--- config.mk ---
export PLATFORM = sky130hd
export DESIGN_NAME = uart_motion_command_decoder
export DESIGN_NICKNAME = d
export VERILOG_FILES = /design/src/hdl/umcd_pkg.sv /design/src/hdl/umcd_decode.sv /design/src/hdl/uart_motion_command_decoder.sv
export SDC_FILE = /design/constraint.sdc
export NUM_CORES = 1
export LEC_CHECK = 0
export BUFFER_PORTS_ARGS = -buffer_cell sky130_fd_sc_hd__buf_2
export CORE_ASPECT_RATIO = 0.5
export CORE_MARGIN = 2
export CORE_UTILIZATION = 40
export DETAILED_ROUTE_END_ITERATION = 10
export GPL_TIMING_DRIVEN = 0
export PLACE_DENSITY = 0.54
export SLEW_MARGIN = 20
export SYNTH_ARGS = -nofsm -noshare
export SYNTH_HDL_FRONTEND = slang
export SYNTH_SLANG_ARGS = --single-unit
--- constraint.sdc ---
create_clock -name clk_i -period 4.25 [get_ports clk_i]
set_input_delay 0.425 -clock clk_i [delete_from_list [all_inputs] [get_ports clk_i]]
set_output_delay 0.425 -clock clk_i [all_outputs]
set_load 0.005 [all_outputs]
--- src/hdl/umcd_pkg.sv ---
// shared types, constants and decode functions for the motion command decoder
package umcd_pkg;

  // frame buffer geometry
  localparam int unsigned FrameDepth = 5;
  localparam int unsigned IdxWidth   = $clog2(FrameDepth + 1);

  // frame terminator and command letter range
  localparam logic [7:0] CharEnd   = 8'h3A;
  localparam logic [7:0] CharA     = 8'h61;
  localparam logic [7:0] CharM     = 8'h6D;
  localparam logic [7:0] CharZero  = 8'h30;
  localparam logic [7:0] CharNine  = 8'h39;

  // motor drive codes
  localparam logic [1:0] DriveCoast   = 2'd0;
  localparam logic [1:0] DriveForward = 2'd1;
  localparam logic [1:0] DriveReverse = 2'd2;
  localparam logic [1:0] DriveBrake   = 2'd3;

  // command offsets from the letter 'a'
  localparam logic [3:0] CmdA = 4'd0;
  localparam logic [3:0] CmdB = 4'd1;
  localparam logic [3:0] CmdC = 4'd2;
  localparam logic [3:0] CmdD = 4'd3;
  localparam logic [3:0] CmdE = 4'd4;
  localparam logic [3:0] CmdF = 4'd5;
  localparam logic [3:0] CmdG = 4'd6;
  localparam logic [3:0] CmdH = 4'd7;
  localparam logic [3:0] CmdI = 4'd8;
  localparam logic [3:0] CmdJ = 4'd9;
  localparam logic [3:0] CmdK = 4'd10;
  localparam logic [3:0] CmdL = 4'd11;
  localparam logic [3:0] CmdM = 4'd12;

  // where the duty values come from
  typedef enum logic [1:0] {
    DutyKeep   = 2'd0,
    DutyPair   = 2'd1,
    DutyShared = 2'd2
  } duty_mode_e;

  typedef logic [FrameDepth-1:0][7:0] frame_t;

  // four drive codes, lf lr rf rr
  typedef struct packed {
    logic [1:0] lf;
    logic [1:0] lr;
    logic [1:0] rf;
    logic [1:0] rr;
  } drive_t;

  typedef struct packed {
    drive_t     drive;
    duty_mode_e mode;
  } motion_t;

  // held motion state
  typedef struct packed {
    drive_t     drive;
    logic       led;
    logic [6:0] pwm_left;
    logic [6:0] pwm_right;
  } motion_state_t;

  // one result item
  typedef struct packed {
    motion_state_t state;
    logic          known;
  } result_t;

  // motion table lookup by offset from 'a'
  function automatic motion_t motion_lookup(input logic [3:0] cmd);
    motion_t m;
    unique case (cmd)
      CmdA:    m = '{'{DriveBrake, DriveBrake, DriveBrake, DriveBrake}, DutyKeep};
      CmdB:    m = '{'{DriveForward, DriveForward, DriveForward, DriveForward}, DutyPair};
      CmdC:    m = '{'{DriveReverse, DriveReverse, DriveReverse, DriveReverse}, DutyPair};
      CmdD:    m = '{'{DriveForward, DriveReverse, DriveReverse, DriveForward}, DutyPair};
      CmdE:    m = '{'{DriveReverse, DriveForward, DriveForward, DriveReverse}, DutyPair};
      CmdF:    m = '{'{DriveForward, DriveCoast, DriveCoast, DriveForward}, DutyShared};
      CmdG:    m = '{'{DriveCoast, DriveForward, DriveForward, DriveCoast}, DutyShared};
      CmdH:    m = '{'{DriveCoast, DriveReverse, DriveReverse, DriveCoast}, DutyShared};
      CmdI:    m = '{'{DriveReverse, DriveCoast, DriveCoast, DriveReverse}, DutyShared};
      CmdJ:    m = '{'{DriveForward, DriveForward, DriveReverse, DriveReverse}, DutyShared};
      CmdK:    m = '{'{DriveReverse, DriveReverse, DriveForward, DriveForward}, DutyShared};
      CmdL:    m = '{'{DriveReverse, DriveCoast, DriveForward, DriveCoast}, DutyPair};
      CmdM:    m = '{'{DriveForward, DriveCoast, DriveReverse, DriveCoast}, DutyPair};
      default: m = '{'{DriveBrake, DriveBrake, DriveBrake, DriveBrake}, DutyKeep};
    endcase
    return m;
  endfunction

  function automatic logic is_digit(input logic [7:0] c);
    return (c >= CharZero) && (c <= CharNine);
  endfunction

  // leading decimal digits of a two-byte group, 0 to 99
  function automatic logic [6:0] parse_pair(input logic [7:0] hi, input logic [7:0] lo);
    logic [6:0] hi_v;
    logic [6:0] lo_v;
    logic [6:0] val;
    hi_v = {3'b000, hi[3:0]};
    lo_v = {3'b000, lo[3:0]};
    if (!is_digit(hi)) begin
      val = 7'd0;
    end else if (!is_digit(lo)) begin
      val = hi_v;
    end else begin
      // times ten as shift and add
      val = (hi_v << 3) + (hi_v << 1) + lo_v;
    end
    return val;
  endfunction

endpackage

--- src/hdl/umcd_decode.sv ---
// frame decoder: letter lookup and duty parsing against the held motion state
module umcd_decode (
  input  umcd_pkg::frame_t        frame_i,
  input  umcd_pkg::motion_state_t held_i,
  output umcd_pkg::result_t       result_o
);
  import umcd_pkg::*;

  logic       known;
  logic [3:0] cmd;
  motion_t    motion;
  logic [6:0] duty_a;
  logic [6:0] duty_b;

  // letter range check and table lookup
  assign known  = (frame_i[0] >= CharA) && (frame_i[0] <= CharM);
  assign cmd    = 4'(frame_i[0] - CharA);
  assign motion = motion_lookup(cmd);

  // duty groups from bytes 1-2 and 3-4
  assign duty_a = parse_pair(frame_i[1], frame_i[2]);
  assign duty_b = parse_pair(frame_i[3], frame_i[4]);

  // new state, or held state for an unknown letter
  always_comb begin
    result_o.state = held_i;
    result_o.known = known;
    if (known) begin
      result_o.state.drive = motion.drive;
      result_o.state.led   = (motion.mode != DutyKeep);
      case (motion.mode)
        DutyPair: begin
          result_o.state.pwm_left  = duty_a;
          result_o.state.pwm_right = duty_b;
        end
        DutyShared: begin
          result_o.state.pwm_left  = duty_a;
          result_o.state.pwm_right = duty_a;
        end
        default: begin
          result_o.state.pwm_left  = held_i.pwm_left;
          result_o.state.pwm_right = held_i.pwm_right;
        end
      endcase
    end
  end

endmodule

--- src/hdl/uart_motion_command_decoder.sv ---
// Motion command decoder top level: takes one received byte per cycle. Every
// byte passes an input register; the first five bytes of a frame are merged
// into the five-byte frame buffer. A ':' byte also loads the result register
// and clears the buffer, so a result reaches the outputs through the input
// register and the result register. The rate is
// one byte per cycle; ready drops only while a terminator waits in the input
// register behind a result that has not been taken yet.
module uart_motion_command_decoder (
  input  logic       clk_i,
  input  logic       rst_ni,
  input  logic       rx_valid_i,
  output logic       rx_ready_o,
  input  logic [7:0] rx_byte_i,
  output logic       res_valid_o,
  input  logic       res_ready_i,
  output logic [1:0] motor_left_front_o,
  output logic [1:0] motor_left_rear_o,
  output logic [1:0] motor_right_front_o,
  output logic [1:0] motor_right_rear_o,
  output logic       led_on_o,
  output logic [6:0] pwm_left_o,
  output logic [6:0] pwm_right_o,
  output logic       command_known_o
);
  import umcd_pkg::*;

  logic                in_valid_q;
  logic [7:0]          in_byte_q;
  frame_t              frame_q, frame_d, frame_eff;
  logic [IdxWidth-1:0] widx_q, widx_d;
  motion_state_t       state_q, state_d;
  logic                out_valid_q, out_valid_d;
  result_t             out_q, out_d;
  result_t             dec_result;
  logic                is_end;
  logic                advance;

  // stage handshake
  assign is_end     = (in_byte_q == CharEnd);
  assign advance    = in_valid_q && (!is_end || !out_valid_q || res_ready_i);
  assign rx_ready_o = !in_valid_q || advance;

  // input register
  always_ff @(posedge clk_i or negedge rst_ni) begin
    if (!rst_ni) begin
      in_valid_q <= 1'b0;
    end else if (rx_ready_o) begin
      in_valid_q <= rx_valid_i;
    end
  end

  always_ff @(posedge clk_i) begin
    if (rx_ready_o && rx_valid_i) begin
      in_byte_q <= rx_byte_i;
    end
  end

  // frame buffer with the current byte written in
  always_comb begin
    for (int i = 0; i < FrameDepth; i++) begin
      frame_eff[i] = (widx_q == IdxWidth'(i)) ? in_byte_q : frame_q[i];
    end
  end

  umcd_decode u_decode (
    .frame_i  (frame_eff),
    .held_i   (state_q),
    .result_o (dec_result)
  );

  // next frame, index, motion state and result
  always_comb begin
    frame_d     = frame_q;
    widx_d      = widx_q;
    state_d     = state_q;
    out_d       = out_q;
    out_valid_d = out_valid_q && !res_ready_i;
    if (advance) begin
      if (is_end) begin
        frame_d     = '0;
        widx_d      = '0;
        state_d     = dec_result.state;
        out_d       = dec_result;
        out_valid_d = 1'b1;
      end else begin
        frame_d = frame_eff;
        if (widx_q < IdxWidth'(FrameDepth)) begin
          widx_d = widx_q + 1'b1;
        end
      end
    end
  end

  // state registers
  always_ff @(posedge clk_i or negedge rst_ni) begin
    if (!rst_ni) begin
      frame_q     <= '0;
      widx_q      <= '0;
      state_q     <= '{'{DriveBrake, DriveBrake, DriveBrake, DriveBrake}, 1'b0, 7'd0, 7'd0};
      out_valid_q <= 1'b0;
    end else begin
      frame_q     <= frame_d;
      widx_q      <= widx_d;
      state_q     <= state_d;
      out_valid_q <= out_valid_d;
    end
  end

  // result register
  always_ff @(posedge clk_i) begin
    out_q <= out_d;
  end

  assign res_valid_o         = out_valid_q;
  assign motor_left_front_o  = out_q.state.drive.lf;
  assign motor_left_rear_o   = out_q.state.drive.lr;
  assign motor_right_front_o = out_q.state.drive.rf;
  assign motor_right_rear_o  = out_q.state.drive.rr;
  assign led_on_o            = out_q.state.led;
  assign pwm_left_o          = out_q.state.pwm_left;
  assign pwm_right_o         = out_q.state.pwm_right;
  assign command_known_o     = out_q.known;

endmodule

==> metrics.md, run 1 <==
| Metric | Value |
|---|---|
| CTS Buffer Depth | `2` |
| Syn. warnings | `0` |
| Worst Setup End Kind | `flip-flop` |
| Clk slew on worst S/H paths | `~0.070 ns` |
| Slowest stage delay, CP | `0.49 ns` |
| Util after Layout | `47.1%` |
| H-tree depth | `3` |
| Root Driver | `clkbuf_16` |
| Max FO, Critical Path | `16` |
| Cell taking the most area after synthesis | `dfrtp_1` |
| I/O pin count | `38` |
| Core region area | `13600 um2` |
| Kind of cell adding the most delay to the critical path | `compound AO/OA/AOI/OAI gates` |
| Hpwl dp | `approximately 9.3 mm` |
| Achievable Freq | `about 0.26 GHz` |
| Final Worst Setup Slack | `0.361 ns` |
| Avg Synthesized Cell Area | `10.6 um2` |
| Hold WS | `0.253 ns` |
| Adder-cell share of the synthesized area | `6.79%` |
| Starting Density | `about two fifths` |
| Net Count, Synth | `566` |
| Critical path buffers and inverters | `4` |
| Max-cap violations | `0` |
| Residual DRC | `0` |
| Max-slew headroom | `39.7%` |
| Final GP Congestion | `0.865` |
| Drt wl/cell | `16.5 um` |
| Crit path DAT | `3.97 ns` |
| Post-synthesis xor/xnor area fraction | `1.57%` |
| Die Area | `14900 um2` |
| Multiplexer share of the synthesized area | `7.51%` |
| EDFF count, synth | `32` |
| Largest family of logic cells by synthesized area | `compound AO/OA/AOI/OAI gates` |
| CTS buffer count | `9` |
| # setup viols final | `0` |
| Vias per cell | `around 5.2` |
| Outcome | `finished, final reports clean` |
| CTS tree | `yes` |
| Final Non-Filler Cells | `slightly below 800` |
| Crit path kind | `flip-flop to flip-flop` |
| DP Worst Slack | `-0.388 ns` |
| First-pass GRT wire length | `21.4 mm` |
| Register area share after synthesis | `48.1%` |
| Die X | `171 um` |
| P per Cell Area | `389 nW/um2` |
| Clk sinks | `100` |
| Commonest non-fill, non-tap cell in the layout | `nand2_1` |
| Tmin final | `3.89 ns` |
| Commonest cells after routing, fill and taps aside | `78 x nand2_1, 60 x dfrtp_1, 54 x o21ai_0` |
| Power, Total | `2480 uW` |
| DRT Pass-1 Iters | `5` |
| Vias | `4042` |
| Crit share post-route | `91.5%` |
| Area Growth Syn to Fin | `14.8%` |
| Number of diodes | `0` |
| Crit-path cells | `inv_1 > ha_1 > nor2b_4 > buf_6 > buf_6 > mux2i_1 > ha_4 > nand2_1 > o21a_1 > o22a_1 > inv_1 > ha_1 > nand4_1 > o21ai_2 > and2_1 > a32oi_1 > o21ai_0` |
| Synth Area in Compound Gates | `between 10% and 20%` |
| Share of cells above drive strength 1 | `19.6%` |
| DR iter-0 viols | `between 200 and 300` |
| Setup Skew | `0.00743 ns` |
| Cells after DPL | `755` |
| Synth Cell Area | `5560 um2` |
| Clock Latency Late Sink | `0.35 ns` |
| Worst-margin pin slew | `0.904 ns` |
| Simple-gate share of the synthesized area | `13.7%` |
| Worst Hold Class | `primary input to flip-flop` |
| Antenna violation net count after detailed routing | `0` |
| Critical Path Source Type | `flip-flop` |
| Row count | `30` |
| Synth Flop Type | `dfrtp_1` |
| Routed wire length | `between 10 and 15 mm` |
| Critical-path top delay cell | `mux2i_1` |
| Initial antenna violation count | `0` |
| Slew Viols, Final | `0` |
| Largest net degree at the start of global routing | `between 50 and 60` |
| GRT Overall Usage | `18.7%` |
| Cell count after synthesis | `525` |
| Hold Vio Cnt, Final | `0` |
| Chip Height | `87.4 um` |
| Yosys cell types | `between 60 and 70` |
| Ys async rst share | `68.0%` |
| Remaining global-route overflow | `0` |
| I/O Buffers | `37` |
| Nets | `617` |
| Synth area leaders | `dfrtp_1 27%, edfxtp_1 17%, ha_1 6.1%, nand2_1 5.3%, o21ai_0 4.9%` |
| RSZ-0062 raised after global routing | `false` |
| Vias in the first global route | `roughly 4000` |
| VDD IR max | `between 0.15 and 0.2 mV` |
| Number of synthesized register bits | `100` |
| Leakage power | `between 0.002 and 0.003 uW` |
| Required time worst endpoint | `around 4.3 ns` |
| Top cell type's share of synthesized area | `approximately 27%` |
## sequential cells by signal, summed over array words and instances (netlist names)
signal,count
frame_q,40
state_q,23
in_byte_q,8
pwm_left_o,7
pwm_right_o,7
widx_q,3
motor_left_front_o,2
motor_left_rear_o,2
motor_right_front_o,2
motor_right_rear_o,2
command_known_o,1
in_valid_q,1
led_on_o,1
res_valid_o,1
## final timing paths
check | slack, ns | cells past startpoint | end | startpoint
setup / recovery | 0.36 | 17 | pwm_right_o[5]$_DFFE_PP_ | widx_q[0]$_DFFE_PN0P_
hold / removal | 0.25 | 1 | in_byte_q[4]$_DFFE_PP_ | rx_byte_i[4]
setup reg to reg | 0.36 | 17 | pwm_right_o[5]$_DFFE_PP_ | widx_q[0]$_DFFE_PN0P_
hold reg to reg | 0.48 | 2 | state_q[20]$_DFFE_PN1P_ | state_q[20]$_DFFE_PN1P_
max in group asynchronous | 3.13 | 3 | state_q[22]$_DFFE_PN1P_ | rst_ni
min in group asynchronous | 0.51 | 2 | frame_q[39]$_DFFE_PN0P_ | rst_ni
## per-stage QoR
| stage | area [um2] | setup TNS (ns) |
|---|---|---|
| after global routing | 6380 | 0 |
| final | 6380 | 0 |
| after global placement | 5990 | -2.63 |
| after floorplan | 5560 | 0 |
| after CTS | 6350 | 0 |
| after detailed placement | 6020 | -2.89 |
## kinds of logic after synthesis
kind of cell,after synthesis
AOI/OAI and AO/OA,151
xor gates and xnor gates,10
adders and majority gates,29
buffers and inverters,46
DFF,100
muxes,36
and+or+nand+nor,153
## worst register-to-register path, stage by stage (launching register included)
cell and delay (ns):
dfrtp_1 0.42, inv_1 0.13, ha_1 0.25, nor2b_4 0.17, buf_6 0.15, buf_6 0.17
mux2i_1 0.49, ha_4 0.33, nand2_1 0.09, o21a_1 0.12, o22a_1 0.17, inv_1 0.06
ha_1 0.24, nand4_1 0.11, o21ai_2 0.10, and2_1 0.18, a32oi_1 0.31, o21ai_0 0.14
## layout make-up
type                       instances  area, um2
buffer                            20        134
clock buffer                      11        243
clock inverter                     5       85.1
fill                            1287       7170
inverter                          25       93.8
multi-input combinational        379       2670
sequential                       100       2670
tap                              192        240
timing repair buffer              41        240
## cell usage after synthesis, types with 2 or more instances
library cell,number
nor2_1,24
buf_6,6
buf_2,5
mux2_4,2
a31oi_1,5
fa_1,2
a21o_1,4
nand3_4,2
a21oi_1,17
nor3_1,3
a211oi_1,6
inv_1,24
o21ai_0,55
nor4bb_1,3
or2_2,3
dfstp_2,8
and4bb_2,2
mux2i_4,2
mux2_2,12
dfrtp_1,60
a22oi_1,5
buf_4,2
a32oi_1,2
ha_1,27
a22o_1,21
clkbuf_1,7
a32o_1,10
nand2_2,2
nand2b_1,7
edfxtp_1,32
mux2i_2,2
nand2_1,78
mux2i_1,18
o21ai_1,11
and2_1,5
xnor2_1,9
o21a_1,5
nor2b_1,3
nand3_1,6
nand4_1,4
## per-layer routing
metal	vias up	routed length, um	track usage (%)
met1	1962	6990	29.1
met3	6	500	3.82
met2	63	5200	26.2
met4	0	80	4.90
li1	2011	-	-
met5	-	0	0
## where the power goes
group / internal, uW / total [uW] / switching (uW)
combinational: 206 / 527 / 321
sequential: 1020 / 1050 / 32.4
clock: 535 / 904 / 369
total: 1760 / 2480 / 722
## repair_timing
| item | CTS | global route |
|---|---|---|
| resized for setup | 2 | 2 |
| endpoints found under the hold margin | 18 | 0 |
| cloned | 0 | 0 |
| hold buffers | 1 | 0 |
| buffers inserted | 0 | 2 |
| endpoints found under the setup margin | 14 | 11 |
Power figures use the tool's default switching activity.
==> run 2, diff against run 1 <==
Settings changed: GPL_TIMING_DRIVEN 0 to not set.
==> metrics.md, run 2 (synthesized netlist as in run 1, its figures left out) <==
| Metric | Value |
|---|---|
| First-pass GRT wire length | `20.7 mm` |
| Crit share post-route | `91.1%` |
| CTS Hold Bufs | `0` |
| Fillers | `1306` |
| Setup Skew | `0.00783 ns` |
| Max-cap violations | `0` |
| Worst Setup End Kind | `flip-flop` |
| Max-slew headroom | `a little under two fifths` |
| H-tree depth | `3` |
| Slew Viols, Final | `0` |
| Top reg by flops | `frame_q` |
| I/O Buffers | `37` |
| DR iter-0 viols | `241` |
| CTS buffer count | `9` |
| Hold WS | `approximately 0.22 ns` |
| Reg2Reg Depth | `17` |
| Chip Height | `87.4 um` |
| Vias in the first global route | `3763` |
| Antenna violation net count after detailed routing | `0` |
| Crit path kind | `flip-flop to flip-flop` |
| P per Cell Area | `between 300 and 400 nW/um2` |
| Final Worst Setup Slack | `0.379 ns` |
| Die X | `171 um` |
| Routed wire length | `between 10 and 15 mm` |
| Area Growth Syn to Fin | `11.5%` |
| Number of diodes | `0` |
| GRT Overall Usage | `18.3%` |
| Worst Hold Class | `primary input to async pin` |
| Tmin final | `around 3.9 ns` |
| Drt wl/cell | `approximately 17 um` |
| Hpwl dp | `9.09 mm` |
| Vias per cell | `5.26` |
| VDD IR max | `0.245 mV` |
| Core region area | `13600 um2` |
| Outcome | `finished, final reports clean` |
| CTS Buffer Depth | `2` |
| DRT Pass-1 Iters | `5` |
| RSZ-0062 raised after global routing | `false` |
| Vias | `3995` |
| CTS tree | `yes` |
| Leakage power | `0.00268 uW` |
| Reg2reg setup slack | `0.38 ns` |
| Achievable Freq | `0.258 GHz` |
| Max FO, Critical Path | `10` |
| Starting Density | `about two fifths` |
| Clk sinks | `100` |
| Largest net degree at the start of global routing | `41` |
| Crit path DAT | `3.96 ns` |
| Final Cell Area | `6200 um2` |
| Residual DRC | `0` |
| Remaining global-route overflow | `0` |
| Critical Path Source Type | `flip-flop` |
| Share of cells above drive strength 1 | `18.5%` |
| Max FFs per register | `40` |
| Required time worst endpoint | `approximately 4.3 ns` |
| Worst-margin pin slew | `0.942 ns` |
| Final GP Congestion | `0.822` |
| Clock Latency Late Sink | `about 0.34 ns` |
| Placement-stage cell area | `5910 um2` |
| Commonest non-fill, non-tap cell in the layout | `nand2_1` |
| Util after Layout | `45.7%` |
| Hold Vio Cnt, Final | `0` |
| I/O pin count | `38` |
| Commonest cells after routing, fill and taps aside | `78 x nand2_1, 60 x dfrtp_1, 54 x o21ai_0` |
| Largest regs | `frame_q (40), state_q (23), in_byte_q (8)` |
| Row count | `30` |
| DP Worst Slack | `0.195 ns` |
| Initial antenna violation count | `0` |
| Clk slew on worst S/H paths | `0.07 ns` |
| Worst flop-to-flop path startpoint | `widx_q[0]$_DFFE_PN0P_` |
| Setup Total Neg Slack | `0 ns` |
| Nets | `604` |
| # setup viols final | `0` |
| Die Area | `14900 um2` |
| RR Endpoint | `pwm_right_o[5]$_DFFE_PP_` |
| Root Driver | `clkbuf_16` |
## run 2: layout make-up
type / instances / area [um2] / share of cell area (%)
Timing Repair Buffer: 48 / 268 / 4.32
Sequential cell: 100 / 2670 / 43.1
Multi-Input combinational cell: 379 / 2660 / 43.0
Clock buffer: 12 / 236 / 3.82
Inverter: 25 / 93.8 / 1.51
Tap cell: 192 / 240 / 3.88
Clock inverter: 4 / 23.8 / 0.384
## run 2: worst max-delay path: stages, from the launching register on
cell,delay [ns]
dfrtp_1,0.43
inv_1,0.13
ha_1,0.22
nor2b_4,0.26
buf_4,0.19
mux2i_4,0.25
ha_1,0.19
inv_1,0.08
ha_1,0.39
buf_4,0.20
nand2b_1,0.11
o21a_1,0.22
ha_1,0.22
nand4_1,0.08
o21ai_1,0.13
and2_1,0.20
a32oi_1,0.21
o21ai_0,0.11
## run 2: how the worst max path moves through the flow
stage	end	slack, ns	startpoint
2_1_floorplan	pwm_right_o[5]$_DFFE_PP_	0.53	widx_q[0]$_DFFE_PN0P_
3_3_place_gp	pwm_right_o[6]$_DFFE_PP_	0.35	widx_q[0]$_DFFE_PN0P_
3_5_place_dp	pwm_right_o[5]$_DFFE_PP_	0.20	widx_q[0]$_DFFE_PN0P_
4_1_cts	pwm_right_o[5]$_DFFE_PP_	0.19	widx_q[0]$_DFFE_PN0P_
5_1_grt	state_q[0]$_DFFE_PN0P_	0.08	widx_q[0]$_DFFE_PN0P_
6_report	pwm_right_o[5]$_DFFE_PP_	0.38	widx_q[0]$_DFFE_PN0P_
## run 2: power breakdown
group	switching, uW	total, uW	internal [uW]	leakage [uW]
clock	357	755	398	0.000132
combinational	312	513	201	0.00136
sequential	43.0	1060	1020	0.00119
total	712	2330	1620	0.00268
## run 2: repair_timing
item                                    CTS  global route
endpoints found under the setup margin    0            21
buffers inserted                          0             3
resized for setup                         0             2
## run 2: routing by layer
metal	part of all wire (%)	GRT usage, %	vias up
met4	0.91	4.43	0
met2	41	25.8	80
li1	-	-	1984
met3	4.0	3.95	10
met1	54	28.1	1921
met5	0	0	-
## run 2: per-stage QoR
| stage | std cells | power [uW] |
|---|---|---|
| after floorplan | 525 | 1440 |
| after global placement | 741 | 1590 |
| after detailed placement | 741 | 1590 |
| after CTS | 757 | 2350 |
| after global routing | 760 | 2450 |
| final | 760 | 2330 |
==> run 3, diff against run 2 <==
Settings changed: SYNTH_HIERARCHICAL set to 1.
==> metrics.md, run 3 <==
| Metric | Value |
|---|---|
| Most frequent cell after synthesis | `dfrtp_1` |
| Commonest non-fill, non-tap cell in the layout | `dfrtp_1` |
| Initial antenna violation count | `0` |
| Routed wire length | `13.0 mm` |
| Flop pwr share | `38.7%` |
| Drt wl/cell | `18.6 um` |
| Number of synthesized register bits | `100` |
| Crit-path cells | `inv_1 > ha_1 > nand2b_4 > mux2_2 > inv_1 > ha_4 > inv_1 > ha_1 > inv_2 > nor2_1 > a21oi_2 > nor2b_2 > o221ai_1 > ha_1 > nand4_4 > or3b_4 > o31ai_1 > a21o_1 > mux2_2` |
| Starting Density | `about two fifths` |
| Antenna violation net count after detailed routing | `0` |
| Share of cells above drive strength 1 | `approximately 30%` |
| Tmin final | `between 4 and 5 ns` |
| Number of diodes | `0` |
| Net Sw Power | `976 uW` |
| Cell count after synthesis | `470` |
| Vias | `3920` |
| Critical-path top delay cell | `or3b_4` |
| Switching Share | `between 30% and 40%` |
| DR iter-0 viols | `224` |
| DRT Pass-1 Iters | `4` |
| Logic pwr share | `33.1%` |
| VDD IR max | `about 0.21 mV` |
| Clock share of power | `approximately 28%` |
| Worst Setup End Kind | `flip-flop` |
| Max FFs per register | `40` |
| Max FO, Critical Path | `8` |
| CTS tree | `yes` |
| Leakage power | `0.00295 uW` |
| Die X | `roughly 170 um` |
| Reg2reg setup slack | `between 0.2 and 0.25 ns` |
| Final GP Congestion | `between 0.8 and 0.9` |
| Fillers | `1293` |
| Clock Latency Late Sink | `0.34 ns` |
| First-pass GRT wire length | `around 21 mm` |
| Synth area leaders | `dfrtp_1 27%, edfxtp_1 17%, mux2_2 9.4%, a32o_1 7.1%, ha_1 6.0%` |
| # setup viols final | `0` |
| Slew Viols, Final | `0` |
| Top cells by count, synth | `60 x dfrtp_1, 47 x mux2_2, 40 x a32o_1` |
| GR met1 Demand/Resource | `between 20% and 30%` |
| Setup Skew | `about 0.0095 ns` |
| Internal power | `2010 uW` |
| Synth Flop Type | `dfrtp_1` |
| H-tree depth | `3` |
| GRT Overall Usage | `18.4%` |
| RSZ-0062 raised after global routing | `false` |
| Cell taking the most area after synthesis | `dfrtp_1` |
| Crit path kind | `flip-flop to flip-flop` |
| Chip Height | `88.0 um` |
| Area Growth Syn to Fin | `13.9%` |
| I/O pin count | `38` |
| Vias in the first global route | `~3800` |
| RR Endpoint | `state_q[6]$_DFFE_PN0P_` |
| P per Cell Area | `between 400 and 500 nW/um2` |
| Commonest cells after routing, fill and taps aside | `60 x dfrtp_1, 47 x mux2_2, 40 x a32o_1` |
| Row count | `30` |
| Slowest stage delay, CP | `about 0.47 ns` |
| Worst Hold Class | `primary input to async pin` |
| Largest net degree at the start of global routing | `47` |
| Largest regs | `frame_q (40), state_q (23), in_byte_q (8)` |
| Register area share after synthesis | `47.3%` |
| Synth Cell Area | `5650 um2` |
| Hpwl dp | `~9 mm` |
| Avg Synthesized Cell Area | `12.0 um2` |
| Required time worst endpoint | `4.53 ns` |
| Max-slew headroom | `around a third` |
| Die Area | `15100 um2` |
| Clk slew on worst S/H paths | `0.07 ns` |
| Achievable Freq | `0.249 GHz` |
| M3 GR Usage | `3.98%` |
| Ys async rst share | `about 68%` |
| Clk sinks | `100` |
| Net Count, Synth | `513` |
| Vias per cell | `5.58` |
| Reg2Reg Depth | `19` |
| Cells after DPL | `between 600 and 700` |
| Top reg by flops | `frame_q` |
| Worst-margin pin slew | `between 0.9 and 1 ns` |
| Outcome | `finished, final reports clean` |
| Root Driver | `clkbuf_16` |
| Yosys cell types | `56` |
| Top cell type's share of synthesized area | `26.6%` |
| Met2 GRT Util | `26.8%` |
| Crit share post-route | `94.5%` |
| Critical Path Source Type | `flip-flop` |
| Nets | `~550` |
| Worst flop-to-flop path startpoint | `widx_q[0]$_DFFE_PN0P_` |
| EDFF count, synth | `32` |
| Syn. warnings | `6` |
| I/O Buffers | `37` |
| Crit path DAT | `4.30 ns` |
| CTS Buffer Depth | `2` |
| Final Non-Filler Cells | `702` |
| Hold Vio Cnt, Final | `0` |
| Setup Total Neg Slack | `0 ns` |
| Residual DRC | `0` |
| Hold WS | `0.0917 ns` |
| GRT busiest layer | `met1` |
| Core region area | `13700 um2` |
| Remaining global-route overflow | `0` |
| CTS buffer count | `9` |
| Max-cap violations | `0` |
[run 3: changes by cell type after synthesis, moves of 11 or more]
| cell | before | now |
|---|---|---|
| nand2_1 | 78 | 15 |
| mux2_1 | 0 | 19 |
| mux2_2 | 12 | 47 |
| o21ai_0 | 55 | 14 |
| o21ai_1 | 11 | 0 |
| a22o_1 | 21 | 8 |
| a32o_1 | 10 | 40 |
[run 3: cells by family (layout without fill, tap and decap cells)]
group | count (synthesis) | after routing | share of synthesized area, %
AO/OA/AOI/OAI | 114 | 114 | 16.3
XOR/XNOR | 9 | 9 | 1.40
AND/OR/NAND/NOR | 80 | 80 | 8.38
multiplexers | 74 | 74 | 14.6
buffers and inverters | 62 | 102 | 4.61
flip-flops | 100 | 100 | 47.3
adder cells (fa/ha/maj) | 31 | 31 | 7.40
[run 3: cell type report]
type	count	area, um2	area share [%]
multi-input cells	308	2780	43.2
flip-flops and latches	100	2670	41.6
repair buffers	55	323	5.02
clock buffers	11	243	3.78
well taps	192	240	3.74
inverters	31	116	1.81
clock inverters	5	60.1	0.934
[run 3: worst max path at each step]
stage	startpoint	to
floorplan	widx_q[0]$_DFFE_PN0P_	state_q[6]$_DFFE_PN0P_
global placement	widx_q[0]$_DFFE_PN0P_	state_q[13]$_DFFE_PN0P_
detailed placement	widx_q[0]$_DFFE_PN0P_	state_q[4]$_DFFE_PN0P_
CTS	widx_q[0]$_DFFE_PN0P_	state_q[4]$_DFFE_PN0P_
global route	widx_q[0]$_DFFE_PN0P_	state_q[11]$_DFFE_PN0P_
finish	widx_q[0]$_DFFE_PN0P_	state_q[6]$_DFFE_PN0P_
[run 3: critical path, delay by kind of cell, from the launching register on]
kind                       cells  cell delay (ns)
adders and majority gates      4             1.07
and+or+nand+nor                5             0.97
AOI/OAI and AO/OA              4             0.71
muxes                          2             0.49
buffers and inverters          4             0.38
DFF                            1             0.34
[run 3: metal layers]
metal,vias to the layer above,share of wire (%)
met5,-,0
met4,0,0.58
met3,7,5.0
met2,101,41
met1,1957,53
li1,1855,-
[run 3: power by group through the flow]
stage	clock, uW	sequential (uW)	combinational, uW
after detailed placement	0	1170	960
final	844	1150	987
after global placement	0	1170	954
after CTS	869	1150	965
after global routing	904	1170	1100
after floorplan	0	1160	718
[run 3: per-stage QoR]
step	total power (uW)	cell area (um2)	util, %	worst slack [ns]
floorplan	1870	5650	-	0.0146
global placement	2120	6080	44.5	0.182
detailed placement	2130	6080	44.5	-0.0141
CTS	2990	6390	46.8	0.0601
global route	3170	6430	47.1	0.0454
finish	2990	6430	47.1	0.235
[run 3: timing repair]
action | CTS | global route
setup buffers | 0 | 0
hold buffers | 0 | 0
endpoints found under the setup margin | 4 | 20
gates resized for setup | 1 | 9
pin swaps | 0 | 1
